File: src/mlqb_pkg.sv
// Shared types, widths and codes for the linked-list multi-queue buffer.
`timescale 1ns / 1ps
`default_nettype none

package mlqb_pkg;

	localparam int QUEUES_DEF = 3;
	localparam int NODES_DEF  = 64;

	localparam int SEL_W    = 2;
	localparam int CLASS_W  = 8;
	localparam int GRADE_W  = 16;
	localparam int GOUT_W   = 17;
	localparam int STATUS_W = 2;
	localparam int REC_W    = CLASS_W + GRADE_W;

	localparam logic FUNC_ENQ = 1'b0;
	localparam logic FUNC_DEQ = 1'b1;

	localparam logic [STATUS_W-1:0] ST_DONE  = 2'd0;
	localparam logic [STATUS_W-1:0] ST_EMPTY = 2'd1;
	localparam logic [STATUS_W-1:0] ST_FULL  = 2'd2;

	localparam logic signed [GOUT_W-1:0] GRADE_NONE = -17'sd1;

	typedef struct packed {
		logic rd_en;
		logic rec_we;
		logic nxt_we;
	} mlqb_mem_ctl_t;

endpackage

`default_nettype wire

File: src/mlqb_node_mem.sv
// Node pool storage: record memory and link memory with registered reads.
`timescale 1ns / 1ps
`default_nettype none

module mlqb_node_mem
	import mlqb_pkg::*;
#(
	parameter int NODES = NODES_DEF
) (
	input  wire logic                       clk,
	input  wire mlqb_mem_ctl_t              ctl,
	input  wire logic [$clog2(NODES)-1:0]   rd_addr,
	input  wire logic [$clog2(NODES)-1:0]   rec_addr,
	input  wire logic [REC_W-1:0]           rec_data,
	input  wire logic [$clog2(NODES)-1:0]   nxt_addr,
	input  wire logic [$clog2(NODES)-1:0]   nxt_data,
	output logic      [REC_W-1:0]           rd_rec,
	output logic      [$clog2(NODES)-1:0]   rd_nxt
);

	localparam int IW = $clog2(NODES);

	logic [REC_W-1:0] rec_mem [NODES];
	logic [IW-1:0]    nxt_mem [NODES];

	always_ff @(posedge clk) begin
		if (ctl.rec_we) begin
			rec_mem[rec_addr] <= rec_data;
		end
		if (ctl.rd_en) begin
			rd_rec <= rec_mem[rd_addr];
		end
	end

	always_ff @(posedge clk) begin
		if (ctl.nxt_we) begin
			nxt_mem[nxt_addr] <= nxt_data;
		end
		if (ctl.rd_en) begin
			rd_nxt <= nxt_mem[rd_addr];
		end
	end

endmodule

`default_nettype wire

File: src/multi_queue_linked_buffer_core.sv
// Top level: several FIFO queues kept as linked lists in one shared node pool.
// Each transaction runs in two steps: accept and node read, then commit and result.
// A new input transaction is accepted only after the previous one commits; in_stall is high in the commit state.
// The commit cycle waits while a previous result is still stalled at the output register.
// Reset clears the queue pointers, flags, free list and counters at once.
// Node memory contents are undefined after reset and need no clearing pass.
`timescale 1ns / 1ps
`default_nettype none

module multi_queue_linked_buffer_core
	import mlqb_pkg::*;
#(
	parameter int QUEUES = QUEUES_DEF,
	parameter int NODES  = NODES_DEF
) (
	input  wire logic                       clk,
	input  wire logic                       arst_n,
	input  wire logic                       in_valid,
	output logic                            in_stall,
	input  wire logic                       func,
	input  wire logic [SEL_W-1:0]           queue_sel,
	input  wire logic [CLASS_W-1:0]         class_in,
	input  wire logic [GRADE_W-1:0]         grade_in,
	output logic                            out_valid,
	input  wire logic                       out_stall,
	output logic      [STATUS_W-1:0]        status,
	output logic      [CLASS_W-1:0]         class_out,
	output logic signed [GOUT_W-1:0]        grade_out
);

	localparam int IW = $clog2(NODES);
	localparam int CW = $clog2(NODES + 1);
	localparam int QW = (QUEUES > 1) ? $clog2(QUEUES) : 1;

	localparam logic S_IDLE = 1'b0;
	localparam logic S_EXEC = 1'b1;

	logic state_q;

	logic [IW-1:0]     head_q [QUEUES];
	logic [IW-1:0]     tail_q [QUEUES];
	logic [QUEUES-1:0] nonempty_q;
	logic [IW-1:0]     free_head_q;
	logic [CW-1:0]     free_count_q;
	logic [CW-1:0]     fresh_count_q;

	logic               func_q;
	logic [QW-1:0]      sel_q;
	logic [CLASS_W-1:0] class_q;
	logic [GRADE_W-1:0] grade_q;
	logic [IW-1:0]      node_q;
	logic               ok_q;
	logic               from_free_q;

	logic                      out_valid_q;
	logic [STATUS_W-1:0]       status_q;
	logic [CLASS_W-1:0]        class_out_q;
	logic signed [GOUT_W-1:0]  grade_out_q;

	logic          accept;
	logic          out_free;
	logic          commit;
	logic          sel_ok;
	logic [QW-1:0] sel_idx;
	logic          has_free;
	logic          has_fresh;
	logic [IW-1:0] node_d;
	logic          ok_d;
	logic          is_last;

	mlqb_mem_ctl_t    mem_ctl;
	logic [IW-1:0]    nxt_addr;
	logic [IW-1:0]    nxt_data;
	logic [REC_W-1:0] rd_rec;
	logic [IW-1:0]    rd_nxt;

	assign in_stall  = (state_q != S_IDLE);
	assign accept    = in_valid && !in_stall;
	assign out_free  = !out_valid_q || !out_stall;
	assign commit    = (state_q == S_EXEC) && out_free;

	assign sel_ok    = (int'(queue_sel) < QUEUES);
	assign sel_idx   = QW'(queue_sel);
	assign has_free  = (free_count_q != '0);
	assign has_fresh = (fresh_count_q < CW'(NODES));

	always_comb begin
		node_d = free_head_q;
		ok_d   = 1'b0;
		if (func == FUNC_ENQ) begin
			node_d = has_free ? free_head_q : fresh_count_q[IW-1:0];
			ok_d   = sel_ok && (has_free || has_fresh);
		end else begin
			ok_d = sel_ok && nonempty_q[sel_idx];
			if (sel_ok) begin
				node_d = head_q[sel_idx];
			end
		end
	end

	assign is_last = (node_q == tail_q[sel_q]);

	always_comb begin
		mem_ctl.rd_en  = accept;
		mem_ctl.rec_we = commit && ok_q && (func_q == FUNC_ENQ);
		mem_ctl.nxt_we = 1'b0;
		nxt_addr       = node_q;
		nxt_data       = free_head_q;
		if (commit && ok_q) begin
			if (func_q == FUNC_ENQ) begin
				mem_ctl.nxt_we = nonempty_q[sel_q];
				nxt_addr       = tail_q[sel_q];
				nxt_data       = node_q;
			end else begin
				mem_ctl.nxt_we = 1'b1;
			end
		end
	end

	mlqb_node_mem #(
		.NODES (NODES)
	) u_node_mem (
		.clk      (clk),
		.ctl      (mem_ctl),
		.rd_addr  (node_d),
		.rec_addr (node_q),
		.rec_data ({class_q, grade_q}),
		.nxt_addr (nxt_addr),
		.nxt_data (nxt_data),
		.rd_rec   (rd_rec),
		.rd_nxt   (rd_nxt)
	);

	always_ff @(posedge clk) begin
		if (accept) begin
			func_q      <= func;
			sel_q       <= sel_idx;
			class_q     <= class_in;
			grade_q     <= grade_in;
			node_q      <= node_d;
			ok_q        <= ok_d;
			from_free_q <= has_free;
		end
	end

	always_ff @(posedge clk or negedge arst_n) begin
		if (!arst_n) begin
			state_q       <= S_IDLE;
			nonempty_q    <= '0;
			free_head_q   <= '0;
			free_count_q  <= '0;
			fresh_count_q <= '0;
			for (int i = 0; i < QUEUES; i++) begin
				head_q[i] <= '0;
				tail_q[i] <= '0;
			end
		end else begin
			unique case (state_q)
				S_IDLE: begin
					if (accept) begin
						state_q <= S_EXEC;
					end
				end
				S_EXEC: begin
					if (out_free) begin
						state_q <= S_IDLE;
					end
				end
				default: begin
					state_q <= S_IDLE;
				end
			endcase
			if (commit && ok_q) begin
				if (func_q == FUNC_ENQ) begin
					if (!nonempty_q[sel_q]) begin
						head_q[sel_q] <= node_q;
					end
					tail_q[sel_q]     <= node_q;
					nonempty_q[sel_q] <= 1'b1;
					if (from_free_q) begin
						free_head_q  <= rd_nxt;
						free_count_q <= free_count_q - CW'(1);
					end else begin
						fresh_count_q <= fresh_count_q + CW'(1);
					end
				end else begin
					if (is_last) begin
						nonempty_q[sel_q] <= 1'b0;
					end else begin
						head_q[sel_q] <= rd_nxt;
					end
					free_head_q  <= node_q;
					free_count_q <= free_count_q + CW'(1);
				end
			end
		end
	end

	always_ff @(posedge clk or negedge arst_n) begin
		if (!arst_n) begin
			out_valid_q <= 1'b0;
		end else if (commit) begin
			out_valid_q <= 1'b1;
		end else if (!out_stall) begin
			out_valid_q <= 1'b0;
		end
	end

	always_ff @(posedge clk) begin
		if (commit) begin
			if (func_q == FUNC_ENQ) begin
				status_q    <= ok_q ? ST_DONE : ST_FULL;
				class_out_q <= '0;
				grade_out_q <= '0;
			end else if (ok_q) begin
				status_q    <= ST_DONE;
				class_out_q <= rd_rec[REC_W-1:GRADE_W];
				grade_out_q <= signed'({1'b0, rd_rec[GRADE_W-1:0]});
			end else begin
				status_q    <= ST_EMPTY;
				class_out_q <= '0;
				grade_out_q <= GRADE_NONE;
			end
		end
	end

	assign out_valid = out_valid_q;
	assign status    = status_q;
	assign class_out = class_out_q;
	assign grade_out = grade_out_q;

	a_free_le_used: assert property (@(posedge clk) disable iff (!arst_n)
		free_count_q <= fresh_count_q)
		else $error("free list holds more nodes than were ever taken");

	a_accept_to_exec: assert property (@(posedge clk) disable iff (!arst_n)
		accept |=> (state_q == S_EXEC))
		else $error("accepted transaction did not enter the commit cycle");

	a_result_from_commit: assert property (@(posedge clk) disable iff (!arst_n)
		$rose(out_valid_q) |-> $past(state_q == S_EXEC))
		else $error("result appeared without a commit cycle");

	a_fresh_bound: assert property (@(posedge clk) disable iff (!arst_n)
		fresh_count_q <= CW'(NODES))
		else $error("fresh node count exceeds the pool size");

endmodule

`default_nettype wire

File: config.mk
export PLATFORM = sky130hd
export DESIGN_NAME = multi_queue_linked_buffer_core
export DESIGN_NICKNAME = d
export VERILOG_FILES = /design/src/mlqb_pkg.sv /design/src/mlqb_node_mem.sv /design/src/multi_queue_linked_buffer_core.sv
export SDC_FILE = /design/constraint.sdc
export NUM_CORES = 2
export LEC_CHECK = 0
export ABC_CLOCK_PERIOD_IN_PS = 17000
export BUFFER_PORTS_ARGS = -buffer_cell sky130_fd_sc_hd__buf_2
export CORE_MARGIN = 2
export CORE_UTILIZATION = 50
export DETAILED_ROUTE_END_ITERATION = 12
export HOLD_SLACK_MARGIN = 0.15
export PLACE_DENSITY = 0.67
export SLEW_MARGIN = 20
export SYNTH_ARGS = -nofsm -noshare
export SYNTH_HDL_FRONTEND = slang
export SYNTH_SLANG_ARGS = --single-unit
File: constraint.sdc
create_clock -name clk -period 17 [get_ports clk]
set_input_delay 1.7 -clock clk [delete_from_list [all_inputs] [get_ports clk]]
set_output_delay 1.7 -clock clk [all_outputs]
set_load 0.02 [all_outputs]
## Yosys cells after proc, flatten, opt, wreduce, memory -nomap -nowiden

Memory sizes are Yosys's and may differ from the RTL's. A register that Yosys moved wholly into a read port is not among the register bits.
Index checks and enable logic that the tools add are counted.

| word-level totals | value |
|---|---|
| bits in registers | 123 |
| RAM bits | 1920 |
| input bits | 31 |
| output and inout bits | 29 |
| logic and storage cells | 118 |
| memories | 2 |

| cells by class | value |
|---|---|
| $add $sub $neg | 3 |
| order comparisons | 8 |
| equality and inequality tests | 5 |
| multiplexer cells | 49 |
| bitwise operators | 8 |
| reductions and logical operators | 21 |

Memory list:

| name | words | width | read ports | clocked after memory_dff | write ports | line | source |
|---|---|---|---|---|---|---|---|
| u_node_mem.rec_mem | 64 | 24 | 1 | 1 | 1 | mlqb_node_mem.sv:23 | `logic [REC_W-1:0] rec_mem [NODES];` |
| u_node_mem.nxt_mem | 64 | 6 | 1 | 1 | 1 | mlqb_node_mem.sv:24 | `logic [IW-1:0] nxt_mem [NODES];` |

Operator list:

| operator | number |
|---|---|
| 2-to-1 mux 6 bit | 14 |
| bitwise mux 18 bit | 3 |
| 2-to-1 mux 18 bit | 3 |
| binary-select mux 6 bit (select 2 bit) | 2 |
| 2-to-1 mux 17 bit | 1 |
| 2-to-1 mux 1 bit | 15 |
| adder 7 x 1 -> 7 bit, second input constant | 2 |
| 2-to-1 mux 7 bit | 2 |
| demux 6 bit (select 2 bit) | 1 |
| logical AND 1 bit | 8 |
| AND reduction 2 bit | 4 |
| less-than comparator 7 bit, second input constant | 1 |
| nonzero test 7 bit | 1 |
| subtractor 7 x 1 -> 7 bit, second input constant | 1 |
| equality test 6 bit | 1 |
| >= comparator 3 bit, second input constant | 2 |
| less-than comparator 2 x 3 -> 1 bit, second input constant | 2 |
| 2-to-1 mux 3 bit | 2 |
| inverter 2 -> 3 bit | 2 |
| AND reduction 3 bit | 2 |
| binary-select mux 1 bit (select 2 bit) | 2 |
| 2-to-1 mux 2 bit | 2 |
| inequality test 2 x 1 -> 1 bit, second input constant | 2 |
| inequality test 2 bit, second input constant | 2 |
| other kinds (12) | 17 |

## Logic depth before layout (Yosys ltp)

| depth | value |
|---|---|
| depth after elaboration | 8 |
| depth in mapped cells | 14 |
| mapped depth without buffers | 10 |

## Cells and area by module

A second synthesis with hierarchy kept.

| second synthesis, totals | value |
|---|---|
| cell total of the unflattened synthesis | 3910 |
| area total of the unflattened synthesis | 80559.8 um^2 |

Modules (own cells, without submodules):

| module | times used | cells an instance | area each (um^2) | sequential area each (um^2) |
|---|---|---|---|---|
| mlqb_node_mem | 1 | 3488 | 74926.9 | 58556.2 |
| multi_queue_linked_buffer_core | 1 | 422 | 5632.9 | 3388.2 |

## Least setup slack after synthesis

No wires, ideal clock.

| timing | value |
|---|---|
| path kind | input -> register |
| start point | in out_stall |
| end point | mem u_node_mem.rec_mem[30][0] (netlist name) (enable) |
| library setup time | 0.405 ns |
| data arrival time | 6.461 ns |
| data required time | 16.595 ns |
| path slack | 10.134 ns |
| stages | 7 |
| buffers on the path | 2 |
| cell sequence | a21boi_0 > nand2_1 > nor2_1 > clkbuf_1 > clkbuf_1 > nand4b_1 > nor2_1 |

| on the way | value |
|---|---|
| cells in the longest elaborated chain, start to end | 7 |

RTL lines:

| element | line | source |
|---|---|---|
| start: declaration | multi_queue_linked_buffer_core.sv:25 | `input wire logic out_stall,` |
| logical NOT 1 bit | n/a |  |
| logical OR 1 bit | multi_queue_linked_buffer_core.sv:79 | `assign out_free = !out_valid_q \|\| !out_stall;` |
| logical AND 1 bit | multi_queue_linked_buffer_core.sv:80 | `assign commit = (state_q == S_EXEC) && out_free;` |
| logical AND 1 bit (2 in a row) | multi_queue_linked_buffer_core.sv:105 | `mem_ctl.rec_we = commit && ok_q && (func_q == FUNC_ENQ);` |
| 2-to-1 mux 1 bit | mlqb_node_mem.sv:27 | `if (ctl.rec_we) begin` |
| 2-to-1 mux 1 bit (implied by the code) | mlqb_node_mem.sv:28 | `rec_mem[rec_addr] <= rec_data;` |
| end: declaration | mlqb_node_mem.sv:23 |  |

No other way between the ends.

## Worst setup path in the final report

| timing | value |
|---|---|
| start point | in queue_sel[0] |
| end point | reg u_node_mem.rd_rec[11], read port of u_node_mem.rec_mem, data pin |

| on the way | value |
|---|---|
| cells in the longest elaborated chain, start to end | 6 |
| elaborated cells between the ends (all ways) | 7 |

RTL lines:

| element | line | source |
|---|---|---|
| start: declaration | multi_queue_linked_buffer_core.sv:21 | `input wire logic [SEL_W-1:0] queue_sel,` |
| inverter 2 -> 3 bit (implied by the code) | multi_queue_linked_buffer_core.sv:96 | `node_d = head_q[sel_idx];` |
| binary-select mux 6 bit (select 2 bit) | multi_queue_linked_buffer_core.sv:96 |  |
| 2-to-1 mux 6 bit (implied by the code) (2 in a row) | multi_queue_linked_buffer_core.sv:96 |  |
| 2-to-1 mux 6 bit * | multi_queue_linked_buffer_core.sv:95 | `if (sel_ok) begin` |
| 2-to-1 mux 6 bit * | multi_queue_linked_buffer_core.sv:90 | `if (func == FUNC_ENQ) begin` |
| end: declaration | mlqb_node_mem.sv:17 | `output logic [REC_W-1:0] rd_rec,` |

Mark *: on every way between the ends. The rest lies on a longest branch, timed or not. The select of a mux whose other input is x is not followed.
A chain may end at the register's enable or synchronous reset.

==> results.py <==
metrics = {
    "global_routing": {
        "grt_overflow": 0,
        "antenna_found_initial": 13,
        "grt_pass1_vias": 48674,
        "grt_max_degree": 176,
        "grt.total_usage": 0.260,
        "grt_pass1_wl_mm": 326,
    },
    "placed_design": {
        "placedCellCount": 7927,
        "gp_congestion": 0.848,
        "placed_cell_area_um2": 86200,
        "portBuffers": 59,
        "hpwl_mm": 121,
    },
    "critical_path": {
        "cp_top_family": "buffers and inverters",
        "cp_max_fo": 175,
        "crit_type": "in2reg",
        "cp_cell_sequence": "buf_2, mux4_2, nand2b_4, nand3_4, inv_8, buf_4, buf_4, buf_12, a211oi_1, a311oi_1, a31o_1, a22o_1, a211o_1",
        "worstSetupEndpointType": "flip-flop",
        "critPathMostFrequentCell": "buf_4",
        "worstPathArrival_ns": 7.73,
        "critPathRequiredTime_ns": 17.73,
        "start_kind": "input port",
        "cpMaxStageDelayCell": "inv_8",
        "cp.buffers_inverters": 5,
        "max_stage_delay_ns": 0.78,
    },
    "finish": {
        "drive_gt1_frac": 0.109,
        "finalNetCount": 5983,
        "post-route-cell-area_um2": 93000,
        "fin_cells": 8319,
        "syn_to_final_growth_pct": 11.8,
    },
    "power_and_ir_drop": {
        "seqPwrFrac": 0.413,
        "swShare": 0.343,
        "p_per_area_nw_per_um2": 162,
        "combPwrFrac": 0.283,
        "switchingPower_mw": 5.16,
        "p_clk_frac": 0.304,
        "p_total_mw": 15.1,
        "p_int_mw": 9.89,
        "p_leak_nw": 32.1,
        "ir_worst_vdd_mv": 0.118,
    },
    "synth": {
        "netlist_instances": 5935,
        "synth-main-ff-cell": "edfxtp_1",
        "ys.warnings.count": 0,
        "yosys_register_bits": 2072,
        "ys_seq_area_frac": 0.744,
        "synth_nets": 5973,
        "ys_types": 63,
        "synth-async-reset-ratio": 0.0294,
        "synth_edf_count": 2011,
        "syn_area_per_cell_um2": 14.0,
        "syn_area_um2": 83200,
    },
    "drt": {
        "vias": 51498,
        "drtIter0Drc": 7153,
        "antenna_left": 0,
        "drt-pass1-iter-count": 6,
        "drc": 0,
        "via_per_inst": 6.19,
        "wl_per_cell_um": 27.0,
        "routed_wirelength_mm": 224,
    },
    "cts": {
        "postCtsSetupRepairBufs": 0,
        "htree_levels": 4,
        "cts_buffers": 205,
        "tritoncts": "yes",
        "clock-sinks": 2072,
        "clkLatencyLatePin_ns": 0.87,
        "cts_resized": 0,
        "cts-root-buf": "clkbuf_16",
        "clk_pin_slew_worst_paths_ns": 0.06,
        "ctsHoldBuffers": 0,
        "clockBufferDepth": 3,
    },
    "timing": {
        "worst_pin_slew_ns": 1.19,
        "fmax_mhz": 143,
        "finalClockSkew_ns": 0.0735,
        "fin_crit_sh": 0.412,
        "max-slew-margin-rel": 0.201,
        "slew_viol_final": 0,
        "tns_ns": 0,
        "hold_violations": 0,
        "min_period_ns": 7.00,
        "setup_violations": 0,
        "rsz0062_at_grt": "false",
    },
    "floorplanning": {
        "rows": 149,
        "die_x_um": 412,
        "start_util": 0.504,
        "num_io_pins": 60,
        "dieArea_um2": 170000,
        "die_h_um": 412,
        "core_area_um2": 165000,
    },
    "flow_run": {
        "maxCapViolations": 0,
    },
    "min_path": {
        "hp-class": "reg2reg",
    },
    "run_status": {
        "status": "complete, no violations",
    },
}
==> path summary, 6_finish.rpt <==
kind,from,to,slack [ns],cells after the start
max,queue_sel[0],u_node_mem.rd_rec[11]$_DFFE_PP_,10.0,13
min,fresh_count_q[6]$_DFFE_PN0P_,fresh_count_q[6]$_DFFE_PN0P_,0.48,1
max reg2reg,free_count_q[3]$_DFFE_PN0P_,u_node_mem.rd_rec[7]$_DFFE_PP_,10.20,12
min reg2reg,fresh_count_q[6]$_DFFE_PN0P_,fresh_count_q[6]$_DFFE_PN0P_,0.48,1
max in group asynchronous,arst_n,tail_q[13]$_DFFE_PN0P_,15.45,2
min in group asynchronous,arst_n,in_stall$_DFF_PN0_,1.02,2
==> placed cells by master (no fill, tap or decap), types with 7 or more instances in the layout <==
master | netlist | layout
a311oi_1 | 178 | 178
buf_4 | 1 | 152
o22ai_1 | 60 | 60
a31oi_1 | 126 | 125
clkinv_1 | 3 | 53
mux2i_1 | 370 | 370
nand2_1 | 1254 | 1247
nand2_2 | 0 | 7
a211oi_1 | 124 | 123
a211o_1 | 30 | 29
or3_1 | 10 | 8
xnor2_1 | 11 | 11
xor2_1 | 8 | 8
clkbuf_1 | 283 | 45
buf_2 | 94 | 60
edfxtp_1 | 2011 | 2011
nor4_1 | 32 | 23
nor2_1 | 168 | 101
nand3_1 | 481 | 481
clkinv_2 | 0 | 39
a21oi_1 | 151 | 151
a22o_1 | 29 | 29
mux2_2 | 45 | 45
clkbuf_16 | 0 | 206
nor2_2 | 0 | 67
bufinv_16 | 0 | 23
o21ai_0 | 17 | 17
inv_1 | 145 | 144
o31ai_1 | 31 | 28
nor4_2 | 0 | 9
nor3_1 | 31 | 31
a21o_1 | 8 | 8
and3_1 | 10 | 9
dfrtp_1 | 61 | 61
a31o_1 | 58 | 58
==> flip-flops by register name, indices dropped and copies added, names as in the netlist, named ones only <==
register,flops
grade_q,16
out_valid,1
in_stall,1
free_count_q,7
status,1
grade_out,17
ok_q,1
free_head_q,6
fresh_count_q,7
node_q,6
u_node_mem.rec_mem,1536
from_free_q,1
tail_q,18
u_node_mem.rd_nxt,6
u_node_mem.rd_rec,24
u_node_mem.nxt_mem,384
func_q,1
sel_q,2
class_out,8
head_q,18
class_q,8
==> synth_stat cells, drive strengths merged, types with 3 or more instances <==
cell        n  area [um^2]
edfxtp   2011        60400
nand2    1254         4710
nand3     482         2420
mux2i     370         3700
clkbuf    283         1060
a311oi    178         1560
nor2      168          631
a21oi     151          756
inv       147          552
buf       133          643
a31oi     126          788
a211oi    124          931
dfrtp      61         1530
a31o       60          526
o22ai      60          375
mux2       45          507
nor4       32          200
nor3       31          155
o31ai      31          233
a211o      30          263
a22o       29          254
o21ai      19         98.8
xnor2      11         96.3
and3       10         62.6
or3        10         62.6
a21o        8         60.1
xor2        8         70.1
ha          6         75.1
mux4        6          135
nand3b      5         37.5
nand4       5         31.3
nor2b       4         25.0
a2bb2oi     3         26.3
clkinv      3         11.3
nand2b      3         18.8
==> area by class of cell <==
type | instances | area (um^2)
clock buffer | 253 | 5350
antenna | 4 | 10.0
tap | 2189 | 2740
timing repair buffer | 219 | 1570
fill | 12904 | 72100
sequential | 2072 | 61900
inverter | 150 | 593
clock inverter | 135 | 1460
multi-input combinational | 3297 | 19400
==> per-stage QoR <==
step                setup slack [ns]  utilization  hold slack (ns)
global placement                9.02        0.521            0.465
detailed placement              9.31        0.522            0.466
floorplan                      10.13            -            0.446
global route                    9.75        0.563            0.518
CTS                            10.22        0.563            0.476
finish                          10.0        0.563            0.479
==> kinds of logic (layout without fill, tap and decap cells) <==
logic type / after synthesis / after routing / share of synthesized area
DFF: 2072 / 2072 / 0.744
buffers and inverters: 566 / 757 / 0.0273
muxes: 421 / 421 / 0.0522
other: 0 / 4 / 0
adders and majority gates: 7 / 7 / 0.00114
and+or+nand+nor: 2016 / 2016 / 0.101
AOI/OAI and AO/OA: 834 / 834 / 0.0721
xor gates and xnor gates: 19 / 19 / 0.00200
==> power groups by stage <==
stage,clock network [mW],logic (mW),registers [mW]
after global routing,4.81,4.53,6.23
after CTS,4.61,4.20,6.21
after detailed placement,0,4.19,6.32
final,4.57,4.26,6.22
after global placement,0,4.11,6.32
after floorplan,0,2.59,6.37
==> layer usage <==
metal,part of all wire,track usage,wire length [um],up-vias
met5,0.00033,0,75,-
met4,0.032,0.0878,7220,12
met3,0.11,0.0553,24400,377
met2,0.46,0.404,103000,2839
met1,0.40,0.367,89500,25936
li1,-,-,-,22334
(Power assumes the default switching activity.)
